<file path="config.mk">
export PLATFORM = sky130hd
export DESIGN_NAME = tks_jobq
export DESIGN_NICKNAME = d
export VERILOG_FILES = /design/src/rtl/tks_pkg.sv /design/src/rtl/tks_jobq.sv
export SDC_FILE = /design/constraint.sdc
export NUM_CORES = 1
export LEC_CHECK = 0
export ABC_AREA = 1
export BUFFER_PORTS_ARGS = -buffer_cell sky130_fd_sc_hd__buf_2
export CORE_ASPECT_RATIO = 1.4
export CORE_MARGIN = 3
export CORE_UTILIZATION = 25
export CTS_CLUSTER_DIAMETER = 40
export CTS_CLUSTER_SIZE = 16
export DETAILED_ROUTE_END_ITERATION = 6
export RECOVER_POWER = 25
export SLEW_MARGIN = 20
export SYNTH_ARGS = -nofsm -noshare
export SYNTH_HDL_FRONTEND = slang
export SYNTH_SLANG_ARGS = --single-unit
</file>
<file path="constraint.sdc">
create_clock -name clk_i -period 10.9 [get_ports clk_i]
set_input_delay 0.545 -clock clk_i [delete_from_list [all_inputs] [get_ports clk_i]]
set_output_delay 0.545 -clock clk_i [all_outputs]
set_load 0.005 [all_outputs]
</file>
<file path="src/rtl/tks_pkg.sv">
// Shared types and constants for the term key radix sorter.
// Used by tks_front, tks_jobq, tks_back and term_key_radix_sorter.
package tks_pkg;

  localparam int unsigned KEY_WIDTH = 64;
  localparam int unsigned CNT_WIDTH = 7;  // holds any set size up to 64
  localparam int unsigned ADDR_WIDTH = 4;
  localparam int unsigned DATA_WIDTH = 64;

  // Register indexes of the configuration port.
  localparam logic REG_ORDER_MASK = 1'b0;

  // One finished set waiting for, or being worked by, the back end.
  typedef struct packed {
    logic                 bank;
    logic [CNT_WIDTH-1:0] count;
    logic                 overflow;
    logic [KEY_WIDTH-1:0] mask;
  } job_t;

  typedef enum logic [2:0] {
    ST_IDLE = 3'b001,
    ST_SCAN = 3'b010,
    ST_EMIT = 3'b100
  } back_state_e;

endpackage

</file>
<file path="src/rtl/tks_jobq.sv">
// Two-entry queue of finished sets between the front and back ends.
// Depends on tks_pkg.
module tks_jobq (
  input  logic          clk_i,
  input  logic          rst_ni,
  input  logic          push_i,
  input  tks_pkg::job_t job_i,
  input  logic          pop_i,
  output tks_pkg::job_t head_o,
  output logic          avail_o,
  output logic          full_o
);
  import tks_pkg::*;

  job_t       ent_q [2];
  logic       rp_q, wp_q;
  logic [1:0] cnt_q;

  assign head_o  = ent_q[rp_q];
  assign avail_o = (cnt_q != 2'd0);
  assign full_o  = (cnt_q == 2'd2);

  always_ff @(posedge clk_i) begin
    if (push_i) begin
      ent_q[wp_q] <= job_i;
    end
  end

  always_ff @(posedge clk_i or negedge rst_ni) begin
    if (!rst_ni) begin
      rp_q  <= 1'b0;
      wp_q  <= 1'b0;
      cnt_q <= 2'd0;
    end else begin
      if (push_i) begin
        wp_q <= !wp_q;
      end
      if (pop_i) begin
        rp_q <= !rp_q;
      end
      cnt_q <= cnt_q + {1'b0, push_i} - {1'b0, pop_i};
    end
  end

  a_no_overrun: assert property (@(posedge clk_i) disable iff (!rst_ni)
    full_o |-> !push_i || pop_i) else $error("job queue overrun");
  a_no_underrun: assert property (@(posedge clk_i) disable iff (!rst_ni)
    pop_i |-> avail_o) else $error("job queue underrun");
  a_cnt_range: assert property (@(posedge clk_i) disable iff (!rst_ni)
    cnt_q != 2'd3) else $error("job queue count out of range");

endmodule

</file>
==> reports/results.txt <==
Cells after Synth: 406
Worst Max-Slew Pin Slew: 0.969 ns
Crit path max-delay family: buffers and inverters
Final Cycle Share: 0.275
most common cell in the netlist: edfxtp_1
GPL Wtd Cong: 0.737
Tmin final: 3.00 ns
sequential fraction of the synthesis area: 0.791
Fin. Hold Viols: 0
WS Path Type: flip-flop to primary output
worst path required time: 10.36 ns
critical path buffer and inverter count: 2
Clock Sinks: 150
crit-path cells: buf_4, o21ai_0, buf_2
vias in the first global route: 3,258
Commonest cells post-synth: 146 x edfxtp_1, 80 x inv_1, 80 x nand2_1, 57 x o21ai_0, 16 x o21ai_1
GRT overflow: 0
CP startpoint: rp_q$_DFFE_PN0P_
max-cap violations: 0
Synth Cell Area: 5670 um^2
Final Net Count: 643
Layout Cells excl Fill: 874
crit path DAT: 2.45 ns
synthesized area per cell: 14.0 um^2
synth-to-layout area growth: 28.0%
Clk Tree Root Cell: clkbuf_16
number of DRC markers in iteration 0: 152
CTS buffer count: 17
Core Box Area: 22,100 um^2
slowest cell on the critical path: dfrtp_4
Slew Viols, Final: 0
Slew HR: 0.352
Die Span Y: 184 um
layout cells sized above 1: 0.298
PD cells: 253 nW/um^2
gr busiest metal: met2
Distinct cells, synth: 13
# diodes: 0
register bit total from synthesis: 150
Routed Antenna Nets: 0
Setup TNS Final: 0 ns
die footprint: 24,600 um^2
DR vias: 3,342
crit end category: primary output
Max VDD drop: 0.137 mV
area of the multi-input gates: 728 um^2
RR Startpoint: wp_q$_DFFE_PN0P_
postcts setup bufs: 0
RSZ-0062 raised after global routing: no
worst clock skew: 0.00601 ns
storage element area: 4490 um^2
synthesized net count: 485
grt met2 use: 0.155
CTS tree: yes
num rows: 64
Yosys top cell by area: edfxtp_1
final setup violation count: 0
IO Count: 152
vias per inst: 3.82
post-synth top area share: 0.773
status: finished clean
number of flops mapped to enable cells by yosys: 146
H-tree depth: 4
CTS clk-pin slew, worst paths: 0.06 ns
Pleak: 3.02 nW
largest net degree at the start of global routing: 85
Post-DP HPWL: 7380 um
Initial Util: 0.257
largest cells by area after synthesis: edfxtp_1 77%, inv_1 5.3%, nand2_1 5.3%
Max stage delay on crit path: 0.82 ns
Min-Delay Startpoint: job_i[7]
overall die width: 133 um
crit path max fanout: 84
clk buf depth: 2
drt total wl: 11,100 um
Synth warnings: 0
drt first pass iters: 4
drt drc: 0
first-pass GRT wire length: 16,900 um
WL/cell: 12.7 um
CP Launch Type: flip-flop
fill cell total of the finished layout: 2,231
GRT met3 Usage: 0.0377
antenna violations before repair: 3
Post-CTS Resized: 0
met1 Track Usage GR: 0.101
asr flop ratio synth: 0.0267
Clk Latency, worst-skew pair: 0.41 ns
Global Route Usage Sum: 0.0917
Synth Flop Type: edfxtp_1
worst min-delay path class: input pin to flip-flop
Buffers on Ports: 151
placed insts: 841
Max Clk Rate: 333 MHz
==> metrics by stage <==
stage | worst slack [ns] | total power [mW] | instance area [um^2] | hold WS [ns] | utilization
6_report | 7.90 | 1.84 | 7260 | 0.319 | 0.328
3_5_place_dp | 8.25 | 1.28 | 6670 | 0.359 | 0.302
4_1_cts | 7.79 | 1.88 | 7280 | 0.289 | 0.329
5_1_grt | 7.64 | 1.96 | 7260 | 0.292 | 0.328
3_3_place_gp | 8.28 | 1.27 | 6670 | 0.358 | 0.302
2_1_floorplan | 6.75 | 1.10 | 5670 | 0.249 | -
==> logic make-up (layout without fill, tap and decap cells) <==
kind of cell | count (synthesis) | in the layout | share of synthesized area
DFF | 150 | 150 | 0.791
buffers and inverters | 96 | 267 | 0.0823
and+or+nand+nor | 83 | 83 | 0.0552
AOI/OAI and AO/OA | 73 | 73 | 0.0644
adders and majority gates | 2 | 2 | 0.00441
xor gates and xnor gates | 2 | 2 | 0.00309
==> layer usage <==
layer | share of wire | up-vias
met5 | 0.0041 | -
met4 | 0.018 | 6
met3 | 0.072 | 19
met2 | 0.51 | 92
met1 | 0.40 | 1549
li1 | - | 1676
==> worst paths after layout <==
check | endpoint | slack [ns] | cells after the start
worst max-delay path | head_o[72] | 7.90 | 3
worst min-delay path | ent_q[0][7]$_DFFE_PP_ | 0.32 | 1
worst max register to register | ent_q[0][0]$_DFFE_PP_ | 8.66 | 2
worst min register to register | wp_q$_DFFE_PN0P_ | 0.54 | 1
max in group asynchronous | rp_q$_DFFE_PN0P_ | 10.30 | 2
min in group asynchronous | wp_q$_DFFE_PN0P_ | 0.46 | 2
==> state kept, by name (all words and copies together) (netlist names) <==
| name | cells |
|---|---|
| rp_q | 1 |
| wp_q | 1 |
| cnt_q | 2 |
| ent_q | 146 |
==> cell type report <==
| cell class | count | share of cell area |
|---|---|---|
| clock buffer | 17 | 0.0586 |
| clock inverter | 15 | 0.0241 |
| inverter | 80 | 0.0415 |
| multi-input combinational | 160 | 0.100 |
| sequential | 150 | 0.618 |
| tap | 297 | 0.0512 |
| timing repair buffer | 155 | 0.106 |
==> placed cells by master (no fill, tap or decap) <==
cell	n
inv_1	79
nand2_1	80
inv_6	4
bufinv_16	3
o21ai_1	16
buf_4	3
clkinv_1	1
nor2_1	1
nor2_4	1
nand3_1	1
xor2_1	2
clkbuf_16	17
o21ai_0	57
dlygate4sd3_1	1
clkinv_4	1
dfrtp_1	3
clkbuf_1	15
buf_1	1
buf_2	135
dfrtp_4	1
clkinvlp_4	3
edfxtp_1	146
clkinv_2	4
ha_1	2
==> report_power, final <==
part	internal, mW	switching, mW
clock network	0.361	0.228
logic	0.165	0.257
registers	0.767	0.0577
total	1.29	0.543
==> repair_timing <==
action,in CTS,in global routing
hold endpoints to repair,4,0
hold buffers,1,0
setup endpoints to repair,0,0
Note: power is estimated with default switching activity, not from simulation.
