===== src/rtl/tks_pkg.sv =====
// Shared types and constants for the term key radix sorter.
// Used by tks_front, tks_jobq, tks_back and term_key_radix_sorter.
package tks_pkg;

  localparam int unsigned KEY_WIDTH = 64;
  localparam int unsigned CNT_WIDTH = 7;  // holds any set size up to 64
  localparam int unsigned ADDR_WIDTH = 4;
  localparam int unsigned DATA_WIDTH = 64;

  // Register indexes of the configuration port.
  localparam logic REG_ORDER_MASK = 1'b0;

  // One finished set waiting for, or being worked by, the back end.
  typedef struct packed {
    logic                 bank;
    logic [CNT_WIDTH-1:0] count;
    logic                 overflow;
    logic [KEY_WIDTH-1:0] mask;
  } job_t;

  typedef enum logic [2:0] {
    ST_IDLE = 3'b001,
    ST_SCAN = 3'b010,
    ST_EMIT = 3'b100
  } back_state_e;

endpackage


===== src/rtl/tks_front.sv =====
// Front end: accepts terms, assigns them store slots and posts finished sets.
// Depends on tks_pkg.
module tks_front #(
  parameter int unsigned MAX_TERMS  = 64,
  parameter int unsigned COEF_WIDTH = 64,
  parameter int unsigned IDXW       = 6
) (
  input  logic                         clk_i,
  input  logic                         rst_ni,
  input  logic                         in_valid_i,
  output logic                         in_ready_o,
  input  logic [tks_pkg::KEY_WIDTH-1:0] exponent_key_i,
  input  logic [COEF_WIDTH-1:0]         coefficient_i,
  input  logic                         last_term_i,
  input  logic [tks_pkg::KEY_WIDTH-1:0] mask_i,
  input  logic                         q_full_i,
  output logic                         push_o,
  output tks_pkg::job_t                job_o,
  output logic                         we_o,
  output logic [IDXW:0]                waddr_o,
  output logic [tks_pkg::KEY_WIDTH+COEF_WIDTH-1:0] wdata_o
);
  import tks_pkg::*;

  localparam int unsigned CW = $clog2(MAX_TERMS + 1);

  logic [CW-1:0] cnt_q, cnt_d;
  logic          ovf_q, ovf_d;
  logic          bank_q, bank_d;
  logic          accept, full;

  assign in_ready_o = !q_full_i;
  assign accept     = in_valid_i && in_ready_o;
  assign full       = (cnt_q == CW'(MAX_TERMS));

  assign we_o    = accept && !full;
  assign waddr_o = {bank_q, cnt_q[IDXW-1:0]};
  assign wdata_o = {coefficient_i, exponent_key_i};

  assign push_o         = accept && last_term_i;
  assign job_o.bank     = bank_q;
  assign job_o.count    = full ? CNT_WIDTH'(cnt_q) : CNT_WIDTH'(cnt_q + CW'(1));
  assign job_o.overflow = ovf_q || full;
  assign job_o.mask     = mask_i;

  always_comb begin
    cnt_d  = cnt_q;
    ovf_d  = ovf_q;
    bank_d = bank_q;
    if (accept) begin
      if (last_term_i) begin
        cnt_d  = '0;
        ovf_d  = 1'b0;
        bank_d = !bank_q;
      end else if (full) begin
        ovf_d = 1'b1;
      end else begin
        cnt_d = cnt_q + CW'(1);
      end
    end
  end

  always_ff @(posedge clk_i or negedge rst_ni) begin
    if (!rst_ni) begin
      cnt_q  <= '0;
      ovf_q  <= 1'b0;
      bank_q <= 1'b0;
    end else begin
      cnt_q  <= cnt_d;
      ovf_q  <= ovf_d;
      bank_q <= bank_d;
    end
  end

endmodule


===== config.mk =====
export PLATFORM = sky130hd
export DESIGN_NAME = tks_front
export DESIGN_NICKNAME = d
export VERILOG_FILES = /design/src/rtl/tks_pkg.sv /design/src/rtl/tks_front.sv
export SDC_FILE = /design/constraint.sdc
export NUM_CORES = 1
export LEC_CHECK = 0
export ABC_CLOCK_PERIOD_IN_PS = 2200
export BUFFER_PORTS_ARGS = -buffer_cell sky130_fd_sc_hd__buf_4
export CAP_MARGIN = 25
export CORE_AREA = 10 10 151 153
export DETAILED_ROUTE_END_ITERATION = 6
export DIE_AREA = 0 0 161 163
export GPL_TIMING_DRIVEN = 0
export PLACE_DENSITY = 0.43
export SYNTH_ARGS = -nofsm -noshare
export SYNTH_HDL_FRONTEND = slang
export SYNTH_SLANG_ARGS = --single-unit

===== constraint.sdc =====
create_clock -name clk_i -period 2.2 [get_ports clk_i]
set_input_delay 0.33 -clock clk_i [delete_from_list [all_inputs] [get_ports clk_i]]
set_output_delay 0.33 -clock clk_i [all_outputs]
set_load 0.02 [all_outputs]

==> reports/results.tsv <==
stage	metric	value	unit
die	die-area	26200	µm²
critical_path	ff2ff_path_depth	5	
route	first_pass_iters	4	
sta	drv_slew	0	
sta	setup_violations	0	
global_route	grt_pass1_wl	17000	µm
global_route	antenna_found_initial	0	
die	die_x	161	µm
sta	rsz0062_at_grt	no	
route	viasPerCell	2.93	
finish	drive_gt1_share	87.2	%
synthesis	synth.largest_area_cell	buf_4	
synthesis	synth-edff-count	0	
worst_hold_path	hold-path-cell-count	4	
pwr	p_seq_share	13.6	%
pwr	leakage	2.32	nW
synthesis	avgSynthCellArea	7.93	µm²
die	fp-row-count	52	
synthesis	synthTopCellsByCount	buf_4 (200), dfrtp_1 (9), nor2_1 (7)	
die	fp.dieH	163	µm
synthesis	yosysWarningCount	0	
critical_path	rrSetupSlack	640	ps
pwr	sw_frac_of_total	40.0	%
sta	skew	3.75	ps
critical_path	criticalPathCategory	flop to output pin	
critical_path	cp.required	1870	ps
sta	tightest_slew	491	ps
global_route	grt_pass1_vias	2610	
run_status	outcome	finished, final reports clean	
pwr	power.internal	1.05	mW
critical_path	r2r_start	cnt_q[0]	
critical_path	worstReg2RegEnd	cnt_q[5]	
placement	portBuffers	214	
global_route	overflow	0	
global_route	grt_max_degree	11	
pwr	p_sw	0.696	mW
synthesis	synth-seq-cells	9	
die	pin_count	408	
sta	min_period	2060	ps
synthesis	synth_most_common_cell	buf_4	
critical_path	worst-path-max-fanout	6	
critical_path	start_kind	flop	
pwr	power_density	421	nW/µm²
synthesis	synthArstFlopShare	100	%
synthesis	synth_nets	464	
synthesis	yosysSeqAreaShare	10.7	%
sta	hold_viol_final	0	
synthesis	synth_top_area_share	71.4	%
critical_path	cp.arrival	1730	ps
synthesis	mappedNetlistArea	2100	µm²
synthesis	synth.distinct_cells	30	
sta	finalWorstSetupSlack	143	ps
route	wl_per_cell	16.6	µm
worst_hold_path	hp-class	input pin to flop	
route	drtIter0Drc	48	
clocking	postCtsResizedCells	0	
synthesis	ys_top_cells_by_area	buf_4 (71%), dfrtp_1 (11%), nand2b_1 (1.5%)	
worst_hold_path	hp-start	q_full_i	
sta	relSlewSlack	67.2	%
pwr	p_clk_share	18.5	%
pwr	combPwrFrac	67.9	%
placement	place_congestion	0.741	
critical_path	endpoint_kind	output pin	
finish	stdcell_count	755	
placement	dp_slack	396	ps
route	ant_nets	0	
synthesis	synth_flop_cell	dfrtp_1	
finish	layout.nets	684	
synthesis	synthCells	265	
global_route	grt_usage	8.26	%
clocking	cts_tree	yes	
finish	area_growth	96.8	%
worst_hold_path	min_to	cnt_q[6]	
sta	fin_setup_tns	0	ps
clocking	cts_sinks	9	
clocking	clock_latency	240	ps
placement	dp_hpwl	11800	µm
route	drt-total-wl	12600	µm
pwr	finalPower	1.74	mW
clocking	clock_path_buffers	2	
clocking	htreeDepth	1	
clocking	clk_pin_slew	40	ps
sta	fmax	0.486	GHz
die	initial_core_util	10.6	%
sta	finalCritPeriodShare	93.5	%
route	vias	2213	
flow_run	max_cap_viol_count	0	
placement	dp.cells	749	
clocking	clockRootBuffer	clkbuf_16	
route	drc_errors	0	
die	core-area	19900	µm²
clocking	cts_made_buffers	3	
finish	nFillCells	2243	
pwr	vdd_ir_drop_max	0.161	mV
[routing by layer]
metal  vias to the layer above  wire (µm)  share of wire, %  GRT usage [%]
met5                         -          0                 0              0
met4                         0         67              0.53           1.12
met3                         4       1620                13           4.75
met2                       195       6870                55           15.5
met1                       940       4000                32           7.82
li1                       1074          -                 -              -
[registers in the layout, indices dropped and copies added (netlist names)]
name and flops:
cnt_q 7, bank_q 1, ovf_q 1
[metrics by stage]
stage          utilization, %  area (µm²)  hold WS [ps]
2_1_floorplan               -        2100          34.4
4_1_cts                  20.8        4140           458
3_5_place_dp             20.3        4050           166
3_3_place_gp             20.3        4050           165
5_1_grt                  20.8        4140           474
6_report                 20.8        4140           452
[worst max-delay path by stage]
stage / startpoint / end / slack, ps
after floorplan: cnt_q[0] / job_o[65] / 440
after global placement: cnt_q[0] / job_o[65] / 380
after detailed placement: cnt_q[0] / job_o[65] / 400
after CTS: cnt_q[0] / job_o[65] / 120
after global routing: cnt_q[0] / job_o[65] / 40
final: cnt_q[0] / job_o[65] / 140
[worst max-delay path, cell delays in order (launching register included)]
cell and delay, ps:
dfrtp_1 470, inv_1 70, ha_1 190, and4bb_4 220
and2_1 200, xnor2_1 150, buf_4 170
[timing repair]
action / in CTS / in global routing
hold buffers: 1 / 0
setup buffers: 0 / 0
endpoints found under the hold margin: 9 / 0
[cell families (layout without fill, tap and decap cells)]
| group | after synthesis | after routing | synth area share, % |
|---|---|---|---|
| buffers and inverters | 209 | 428 | 73.5 |
| multiplexers | 1 | 1 | 0.476 |
| other | 0 | 1 | 0 |
| AO/OA/AOI/OAI | 15 | 15 | 5.42 |
| adder cells (fa/ha/maj) | 2 | 2 | 1.19 |
| XOR/XNOR | 5 | 5 | 2.08 |
| AND/OR/NAND/NOR | 24 | 24 | 6.61 |
| flip-flops | 9 | 9 | 10.7 |
[layout make-up]
class | instances | area [µm²] | area share, %
well taps | 270 | 338 | 8.16
multi-input cells | 47 | 332 | 8.01
flip-flops and latches | 9 | 225 | 5.44
inverters | 6 | 22.5 | 0.544
clock buffers | 4 | 78.8 | 1.91
repair buffers | 215 | 1620 | 39.1
diodes | 1 | 2.50 | 0.0605
plain buffers | 203 | 1520 | 36.8
[cell usage in the layout (no fill, tap or decap)]
master	instances
clkbuf_1	1
a21oi_1	1
o221ai_2	1
nor2b_1	1
o21ai_0	3
a211o_1	1
o21ai_1	1
dlygate4sd3_1	1
and2_1	1
ha_1	2
nand2b_1	5
xnor2_1	3
o211ai_1	1
a22o_1	1
nor2_1	7
and4bb_4	1
inv_1	6
diode_2	1
nand4_1	2
clkbuf_16	3
nor4b_1	1
and3_1	2
buf_2	1
a32o_1	1
a31oi_1	3
buf_6	1
clkbuf_2	1
mux2i_1	1
nand2_1	1
dfrtp_1	9
a311o_1	2
nand3_1	3
xor2_1	2
buf_4	414
[power by group through the flow]
| stage | clock, mW | combinational [mW] | sequential (mW) |
|---|---|---|---|
| after floorplan | 0 | 0.737 | 0.223 |
| after global placement | 0 | 1.21 | 0.242 |
| after detailed placement | 0 | 1.20 | 0.242 |
| after CTS | 0.332 | 1.21 | 0.240 |
| after global routing | 0.346 | 1.26 | 0.245 |
| final | 0.323 | 1.18 | 0.237 |
(Power assumes the default switching activity.)
